### src/design/dsd_pkg.sv
`timescale 1ns / 1ps

package dsd_pkg;

    localparam int DIG_W  = 4;
    localparam int REM_W  = 59;
    localparam int DIV_W  = 60;
    localparam int ACC_W  = 63;
    localparam int CNT_W  = 2;

    localparam logic [DIG_W-1:0] DIGIT_MAX = 4'd9;
    localparam logic [DIV_W-1:0] DIV_ONE   = 60'd1;
    localparam logic [DIV_W-1:0] DIV_MAX   = 60'h800_0000_0000_0000;
    localparam logic [CNT_W-1:0] STEP_TOP  = 2'd3;

    typedef struct packed {
        logic [DIG_W-1:0] digit;
        logic             first_digit;
        logic             last_digit;
    } t_dsd_in;

    typedef struct packed {
        logic [DIG_W-1:0] quotient_digit;
        logic             quotient_valid;
        logic [REM_W-1:0] remainder;
        logic             is_last;
    } t_dsd_out;

    typedef struct packed {
        logic             load;
        logic             step;
        logic [CNT_W-1:0] shift;
    } t_dsd_ctrl;

endpackage

### src/design/dsd_datapath.sv
`timescale 1ns / 1ps

module dsd_datapath (
    input  logic                          i_clk,
    input  logic                          i_rst_n,
    input  dsd_pkg::t_dsd_ctrl            i_ctrl,
    input  dsd_pkg::t_dsd_in              i_in_data,
    input  logic                          i_cfg_we,
    input  logic [dsd_pkg::DIV_W-1:0]     i_cfg_data,
    output logic [dsd_pkg::DIG_W-1:0]     o_q_next,
    output logic [dsd_pkg::REM_W-1:0]     o_rem_next
);

    logic [dsd_pkg::DIV_W-1:0] r_div;
    logic [dsd_pkg::DIV_W-1:0] n_div;
    logic [dsd_pkg::ACC_W-1:0] r_acc;
    logic [dsd_pkg::ACC_W-1:0] n_acc;
    logic [dsd_pkg::DIG_W-1:0] r_q;
    logic [dsd_pkg::DIG_W-1:0] n_q;

    logic [dsd_pkg::REM_W-1:0] w_base;
    logic [dsd_pkg::DIG_W-1:0] w_digit;
    logic [dsd_pkg::ACC_W-1:0] w_start;
    logic [dsd_pkg::ACC_W-1:0] w_dsh;
    logic [dsd_pkg::ACC_W:0]   w_diff;
    logic                      w_fits;

    // effective divisor: zero runs as one, oversized values saturate
    always_comb begin
        n_div = r_div;
        if (i_cfg_we) begin
            if (i_cfg_data == '0) begin
                n_div = dsd_pkg::DIV_ONE;
            end else if (i_cfg_data > dsd_pkg::DIV_MAX) begin
                n_div = dsd_pkg::DIV_MAX;
            end else begin
                n_div = i_cfg_data;
            end
        end
    end

    // remainder times ten plus the clamped digit
    assign w_base  = i_in_data.first_digit ? '0 : r_acc[dsd_pkg::REM_W-1:0];
    assign w_digit = (i_in_data.digit > dsd_pkg::DIGIT_MAX) ? dsd_pkg::DIGIT_MAX
                                                            : i_in_data.digit;
    assign w_start = dsd_pkg::ACC_W'({w_base, 3'b000})
                   + dsd_pkg::ACC_W'({w_base, 1'b0})
                   + dsd_pkg::ACC_W'(w_digit);

    // shared compare and subtract unit
    assign w_dsh  = dsd_pkg::ACC_W'(r_div) << i_ctrl.shift;
    assign w_diff = {1'b0, r_acc} - {1'b0, w_dsh};
    assign w_fits = ~w_diff[dsd_pkg::ACC_W];

    assign o_q_next   = {r_q[dsd_pkg::DIG_W-2:0], w_fits};
    assign o_rem_next = w_fits ? w_diff[dsd_pkg::REM_W-1:0] : r_acc[dsd_pkg::REM_W-1:0];

    always_comb begin
        n_acc = r_acc;
        n_q   = r_q;
        if (i_cfg_we) begin
            n_acc = '0;
        end else if (i_ctrl.load) begin
            n_acc = w_start;
            n_q   = '0;
        end else if (i_ctrl.step) begin
            n_q = o_q_next;
            if (w_fits) begin
                n_acc = w_diff[dsd_pkg::ACC_W-1:0];
            end
        end
    end

    always_ff @(posedge i_clk) begin
        if (!i_rst_n) begin
            r_div <= dsd_pkg::DIV_ONE;
            r_acc <= '0;
        end else begin
            r_div <= n_div;
            r_acc <= n_acc;
        end
    end

    always_ff @(posedge i_clk) begin
        r_q <= n_q;
    end

endmodule

### src/design/dsd_seq.sv
`timescale 1ns / 1ps

module dsd_seq (
    input  logic               i_clk,
    input  logic               i_rst_n,
    input  logic               i_in_valid,
    input  logic               i_first,
    input  logic               i_last,
    input  logic               i_cfg_we,
    input  logic               i_out_stall,
    input  logic               i_q_nz,
    output logic               o_idle,
    output dsd_pkg::t_dsd_ctrl o_ctrl,
    output logic               o_out_load,
    output logic               o_out_valid,
    output logic               o_qvalid,
    output logic               o_last
);

    localparam logic S_IDLE = 1'b0;
    localparam logic S_STEP = 1'b1;

    logic                      r_state;
    logic                      n_state;
    logic [dsd_pkg::CNT_W-1:0] r_cnt;
    logic [dsd_pkg::CNT_W-1:0] n_cnt;
    logic                      r_started;
    logic                      n_started;
    logic                      r_out_valid;
    logic                      n_out_valid;
    logic                      r_last;
    logic                      n_last;

    logic w_accept;
    logic w_out_free;
    logic w_final;

    assign o_idle     = (r_state == S_IDLE) & i_rst_n;
    assign w_accept   = o_idle & i_in_valid;
    assign w_out_free = ~r_out_valid | ~i_out_stall;
    assign w_final    = (r_state == S_STEP) && (r_cnt == '0);

    assign o_ctrl.load  = w_accept;
    assign o_ctrl.step  = (r_state == S_STEP) && ((r_cnt != '0) || w_out_free);
    assign o_ctrl.shift = r_cnt;
    assign o_out_load   = w_final & w_out_free;
    assign o_out_valid  = r_out_valid;
    assign o_qvalid     = r_started | i_q_nz;
    assign o_last       = r_last;

    always_comb begin
        n_state     = r_state;
        n_cnt       = r_cnt;
        n_started   = r_started;
        n_out_valid = r_out_valid;
        n_last      = r_last;
        if (r_out_valid && !i_out_stall) begin
            n_out_valid = 1'b0;
        end
        case (r_state)
            S_IDLE: begin
                if (i_cfg_we) begin
                    n_started = 1'b0;
                end else if (w_accept) begin
                    n_state = S_STEP;
                    n_cnt   = dsd_pkg::STEP_TOP;
                    n_last  = i_last;
                    if (i_first) begin
                        n_started = 1'b0;
                    end
                end
            end
            S_STEP: begin
                if (r_cnt != '0) begin
                    n_cnt = r_cnt - 1'b1;
                end else if (w_out_free) begin
                    n_state     = S_IDLE;
                    n_started   = o_qvalid;
                    n_out_valid = 1'b1;
                end
            end
            default: begin
                n_state = S_IDLE;
            end
        endcase
    end

    always_ff @(posedge i_clk) begin
        if (!i_rst_n) begin
            r_state     <= S_IDLE;
            r_cnt       <= '0;
            r_started   <= 1'b0;
            r_out_valid <= 1'b0;
            r_last      <= 1'b0;
        end else begin
            r_state     <= n_state;
            r_cnt       <= n_cnt;
            r_started   <= n_started;
            r_out_valid <= n_out_valid;
            r_last      <= n_last;
        end
    end

endmodule

### src/design/decimal_stream_divider.sv
`timescale 1ns / 1ps

// decimal stream divider
// divides a decimal number, streamed one digit per transfer with the most
// significant digit first, by the divisor held in its one config register
// input channel: i_in_valid / o_in_stall, payload digit, first and last flags
// output channel: o_out_valid / i_out_stall, one result per input digit with
//   the quotient digit, its valid flag (low on leading zeros), the running
//   remainder and the last flag
// config channel: i_cfg_valid / o_cfg_ready, 60-bit divisor; a write clears
//   the running remainder and leading-zero state; ready only while idle
// each digit is taken while idle, forming remainder*10+digit, then runs
//   four restoring steps through the single 64-bit subtractor; the result
//   is registered on the last step, and the next digit waits until then
// the input side accepts the next digit while a result waits on the output
// register; a stalled result holds, and the last step waits for it to leave
// reset clears the state, sets the divisor to one and drops o_out_valid

module decimal_stream_divider (
    input  logic                      i_clk,
    input  logic                      i_rst_n,
    input  logic                      i_in_valid,
    output logic                      o_in_stall,
    input  dsd_pkg::t_dsd_in          i_in_data,
    output logic                      o_out_valid,
    input  logic                      i_out_stall,
    output dsd_pkg::t_dsd_out         o_out_data,
    input  logic                      i_cfg_valid,
    output logic                      o_cfg_ready,
    input  logic [dsd_pkg::DIV_W-1:0] i_cfg_data
);

    dsd_pkg::t_dsd_ctrl        w_ctrl;
    dsd_pkg::t_dsd_out         r_out;
    dsd_pkg::t_dsd_out         n_out;
    logic                      w_idle;
    logic                      w_cfg_we;
    logic                      w_out_load;
    logic                      w_qvalid;
    logic                      w_last;
    logic [dsd_pkg::DIG_W-1:0] w_q_next;
    logic [dsd_pkg::REM_W-1:0] w_rem_next;

    // a config write takes the idle cycle, the digit waits
    assign o_in_stall  = ~w_idle | w_cfg_we;
    assign o_cfg_ready = w_idle;
    assign w_cfg_we    = i_cfg_valid & w_idle;

    dsd_seq u_seq (
        .i_clk       (i_clk),
        .i_rst_n     (i_rst_n),
        .i_in_valid  (i_in_valid),
        .i_first     (i_in_data.first_digit),
        .i_last      (i_in_data.last_digit),
        .i_cfg_we    (w_cfg_we),
        .i_out_stall (i_out_stall),
        .i_q_nz      (w_q_next != '0),
        .o_idle      (w_idle),
        .o_ctrl      (w_ctrl),
        .o_out_load  (w_out_load),
        .o_out_valid (o_out_valid),
        .o_qvalid    (w_qvalid),
        .o_last      (w_last)
    );

    dsd_datapath u_datapath (
        .i_clk      (i_clk),
        .i_rst_n    (i_rst_n),
        .i_ctrl     (w_ctrl),
        .i_in_data  (i_in_data),
        .i_cfg_we   (w_cfg_we),
        .i_cfg_data (i_cfg_data),
        .o_q_next   (w_q_next),
        .o_rem_next (w_rem_next)
    );

    always_comb begin
        n_out = r_out;
        if (w_out_load) begin
            n_out.quotient_digit = w_q_next;
            n_out.quotient_valid = w_qvalid;
            n_out.remainder      = w_rem_next;
            n_out.is_last        = w_last;
        end
    end

    always_ff @(posedge i_clk) begin
        r_out <= n_out;
    end

    assign o_out_data = r_out;

endmodule

### config.mk
export PLATFORM = sky130hd
export DESIGN_NAME = decimal_stream_divider
export DESIGN_NICKNAME = d
export VERILOG_FILES = /design/src/design/dsd_pkg.sv /design/src/design/dsd_datapath.sv /design/src/design/dsd_seq.sv /design/src/design/decimal_stream_divider.sv
export SDC_FILE = /design/constraint.sdc
export NUM_CORES = 1
export LEC_CHECK = 0
export BUFFER_PORTS_ARGS = -buffer_cell sky130_fd_sc_hd__buf_2
export CAP_MARGIN = 20
export CORE_MARGIN = 2
export CORE_UTILIZATION = 26
export CTS_BUF_LIST = sky130_fd_sc_hd__clkbuf_8
export DETAILED_ROUTE_END_ITERATION = 12
export HOLD_SLACK_MARGIN = 0.06
export PLACE_DENSITY_LB_ADDON = 0.15
export SYNTH_ARGS = -nofsm -noshare
export SYNTH_HDL_FRONTEND = slang
export SYNTH_HIERARCHICAL = 1
export SYNTH_SLANG_ARGS = --single-unit
export TNS_END_PERCENT = 100
### constraint.sdc
create_clock -name i_clk -period 7.6 [get_ports i_clk]
set_input_delay 1.52 -clock i_clk [delete_from_list [all_inputs] [get_ports i_clk]]
set_output_delay 1.52 -clock i_clk [all_outputs]
set_load 0.02 [all_outputs]
==> metrics.md <==
| Metric | Value |
|---|---|
| Final period util | `~80%` |
| Compound-Gate Fraction of Synth Area | `between 20% and 30%` |
| Mapped Avg Cell Area | `8.68 sq um` |
| Post-CTS Resized | `0` |
| Cells after Synth | `2058` |
| Clock Pin Slew Worst Setup and Hold Paths | `110 ps` |
| Status | `finished clean` |
| Nets@finish | `~2400` |
| Post-layout util | `between 20% and 30%` |
| Die area | `between 0.07 and 0.08 sq mm` |
| Number of I/O port buffers | `roughly 140` |
| Most frequent cells in the layout | `a21oi_1 (192), nand2_1 (183), ha_1 (181), buf_2 (138), dfxtp_1 (127)` |
| RePlAce Congestion | `just under 0.9` |
| Syn_nets | `about 2300` |
| Global-route wire length before repair | `about 100000 um` |
| Area growth syn-to-layout | `10.7%` |
| Peak supply drop | `approximately 130 uV` |
| Crit path DAT | `~6500 ps` |
| Post-synthesis simple-gate area fraction | `between 15 and 20%` |
| Initial DRC count | `between 1000 and 1500` |
| Required @ worst endpoint | `roughly 8000 ps` |
| DR vias | `~16000` |
| Placed wire-length estimate | `approximately 51000 um` |
| Post-synth EDFFs | `68` |
| Critical Path Start Type | `register` |
| Pleak | `8.25 nW` |
| Commonest non-fill, non-tap cell in the layout | `a21oi_1` |
| Clock Sinks | `197` |
| GRT Util Overall | `between 15 and 20%` |
| FF+latch count, synth | `between 150 and 200` |
| Initial core utilization | `a little over a quarter` |
| RSZ-0062 raised after global routing | `false` |
| Worst reg2reg path depth | `13` |
| Reg-to-reg startpoint | `u_seq/r_cnt[1]` |
| Synthesized area | `0.0179 sq mm` |
| Crit path launch | `u_seq/r_cnt[1]` |
| Initial antenna violation count | `3` |
| WL final | `63900 um` |
| Setup slack after layout | `1540 ps` |
| Final Skew | `roughly 18 ps` |
| CTS H-tree lvls | `4` |
| Clk Latency, worst-skew pair | `570 ps` |
| Endpoint, Worst Hold | `o_out_data[0]` |
| Die X | `between 200 and 300 um` |
| Critical path endpoint category | `register` |
| Pre-CTS setup slack | `between 1000 and 1500 ps` |
| Actual slew at the worst max-slew pin | `between 1000 and 1500 ps` |
| Worst Hold Depth | `0` |
| Core footprint | `approximately 0.07 sq mm` |
| Avg WL per Cell | `~21 um` |
| Reg2reg setup slack | `around 1500 ps` |
| Post-route cell area | `approximately 0.020 sq mm` |
| Number of vias per cell | `between 5 and 6` |
| RR Endpoint | `u_datapath/r_acc[22]` |
| Clock root buffer master | `clkbuf_8` |
| Seq/Total Area, Yosys | `around 26%` |
| Vias in the first global route | `between 15000 and 20000` |
| Setup-failing EPs final | `0` |
| Unique masters post-synth | `84` |
| Power Dens Cells | `roughly 200 mW/mm^2` |
| Largest net degree at the start of global routing | `67` |
| Total Neg Setup Slack | `0 ps` |
| Number of post-CTS setup repair buffers | `0` |
| Share of layout cells above drive strength 1 | `between 10% and 20%` |
| Final Max Tran Viols | `0` |
| Drt first pass iters | `5` |
| Synth Area in XOR/XNOR | `around 5.3%` |
| GRT overflow | `0` |
| Ys flop type | `dfxtp_1` |
| Hold Startpoint | `u_seq/o_last` |
| Synth Area in Adders | `a little over an eighth` |
| Number of max-cap violations | `0` |
| Worst min-delay path class | `register to register` |
| Async SR Flop Fraction | `0%` |
| FMAX | `around 0.17 GHz` |
| CP Max Fanout | `a little over 40` |
| Mux contribution to synthesized area | `about a tenth` |
| Hold slack final | `457 ps` |
| Final Hold Fails | `0` |
| Clock Tree Buf Depth | `2` |
| Synth Warn # | `6` |
| WS Path Type | `register to register` |
| Number of remaining DRC errors | `0` |
| CTS tree | `yes` |
| Site row count | `96` |
| Fin crit period | `just over 6000 ps` |
| Post-CTS Hold Buffers | `0` |
| CTS Buf Count | `17` |
| Cell Area, Placed | `around 0.019 sq mm` |
| # IOs | `about 140` |
| Slew headroom | `roughly a quarter` |
| DRT antenna net count | `0` |
| Die Height | `between 200 and 300 um` |
| Main combinational cell family by area after synthesis | `compound AO/OA/AOI/OAI gates` |
-- layout make-up --
type                            instances  area [sq um]
Antenna cell                            2          5.00
Clock buffer                           17           234
Clock inverter                         15           190
Fill cell                            7248         48600
Inverter                               91           342
Multi-Input combinational cell       1650         12400
Sequential cell                       197          4630
Tap cell                              882          1100
Timing Repair Buffer                  156           838
-- flip-flops by register name, summed over array words and instances (netlist names) --
register,count
u_seq/o_out_valid,1
u_seq/o_last,1
o_out_data,65
u_seq/r_cnt,2
u_datapath/r_q,3
u_seq/r_started,1
u_seq/r_state,1
u_datapath/r_acc,63
u_datapath/r_div,60
-- layer usage --
metal,up-vias,GRT usage (%),part of all wire (%)
met5,-,0,0
met4,0,5.04,1.8
met3,53,2.56,3.6
met2,371,27.2,43
met1,7846,26.3,51
li1,7859,-,-
-- worst max path at each step --
stage / endpoint / slack (ps) / cells past startpoint
floorplan: o_out_data[60] / 2300 / 20
global placement: u_datapath/r_acc[56] / 1250 / 16
detailed placement: u_datapath/r_acc[56] / 1320 / 16
CTS: u_datapath/r_acc[22] / 1470 / 13
global route: u_datapath/r_acc[40] / 1060 / 13
finish: u_datapath/r_acc[22] / 1540 / 13
-- metrics by stage --
stage                     power, mW  cells
final                          3.95   3010
after CTS                      3.99   3007
after floorplan                2.57   2058
after global placement         3.20   2975
after detailed placement       3.18   2975
after global routing           4.20   3010
-- where the power goes --
part	total (mW)	switching (mW)	internal, mW
registers	1.29	0.0771	1.21
clock network	0.771	0.438	0.334
logic	1.89	1.20	0.696
-- synthesized netlist by cell type (all sizes together) (58+ instances only) --
cell type  count  area, sq um
a211oi        74          556
xnor2         71          622
a21o          66          495
inv           90          338
ha           181         2260
a21oi        196          992
nand2        183          687
dfxtp        129         2580
a22o          58          508
o21ai        108          541
nor2         115          439
edfxtp        68         2040
nor2b         74          463
clkbuf        85          320
-- cell families (layout without fill, tap and decap cells) --
logic type      after synthesis  after routing
buf+inv                     211            279
xor+xnor                    108            108
simple gates                572            572
other cells                   0              2
fa+ha+maj                   185            185
compound gates              679            679
mux                         106            106
flops                       197            197
-- worst max-delay path, stage by stage, from the launching register on --
cell       delay [ps]
dfxtp_2           850
buf_4             460
mux4_2            280
inv_1              50
ha_1              500
nand4_1           230
nor4_1            630
o211ai_1          440
a2111oi_4         580
nor2_4             60
inv_2             390
and2_2            970
a211oi_1          200
a211oi_1          250
(Power assumes the default switching activity.)
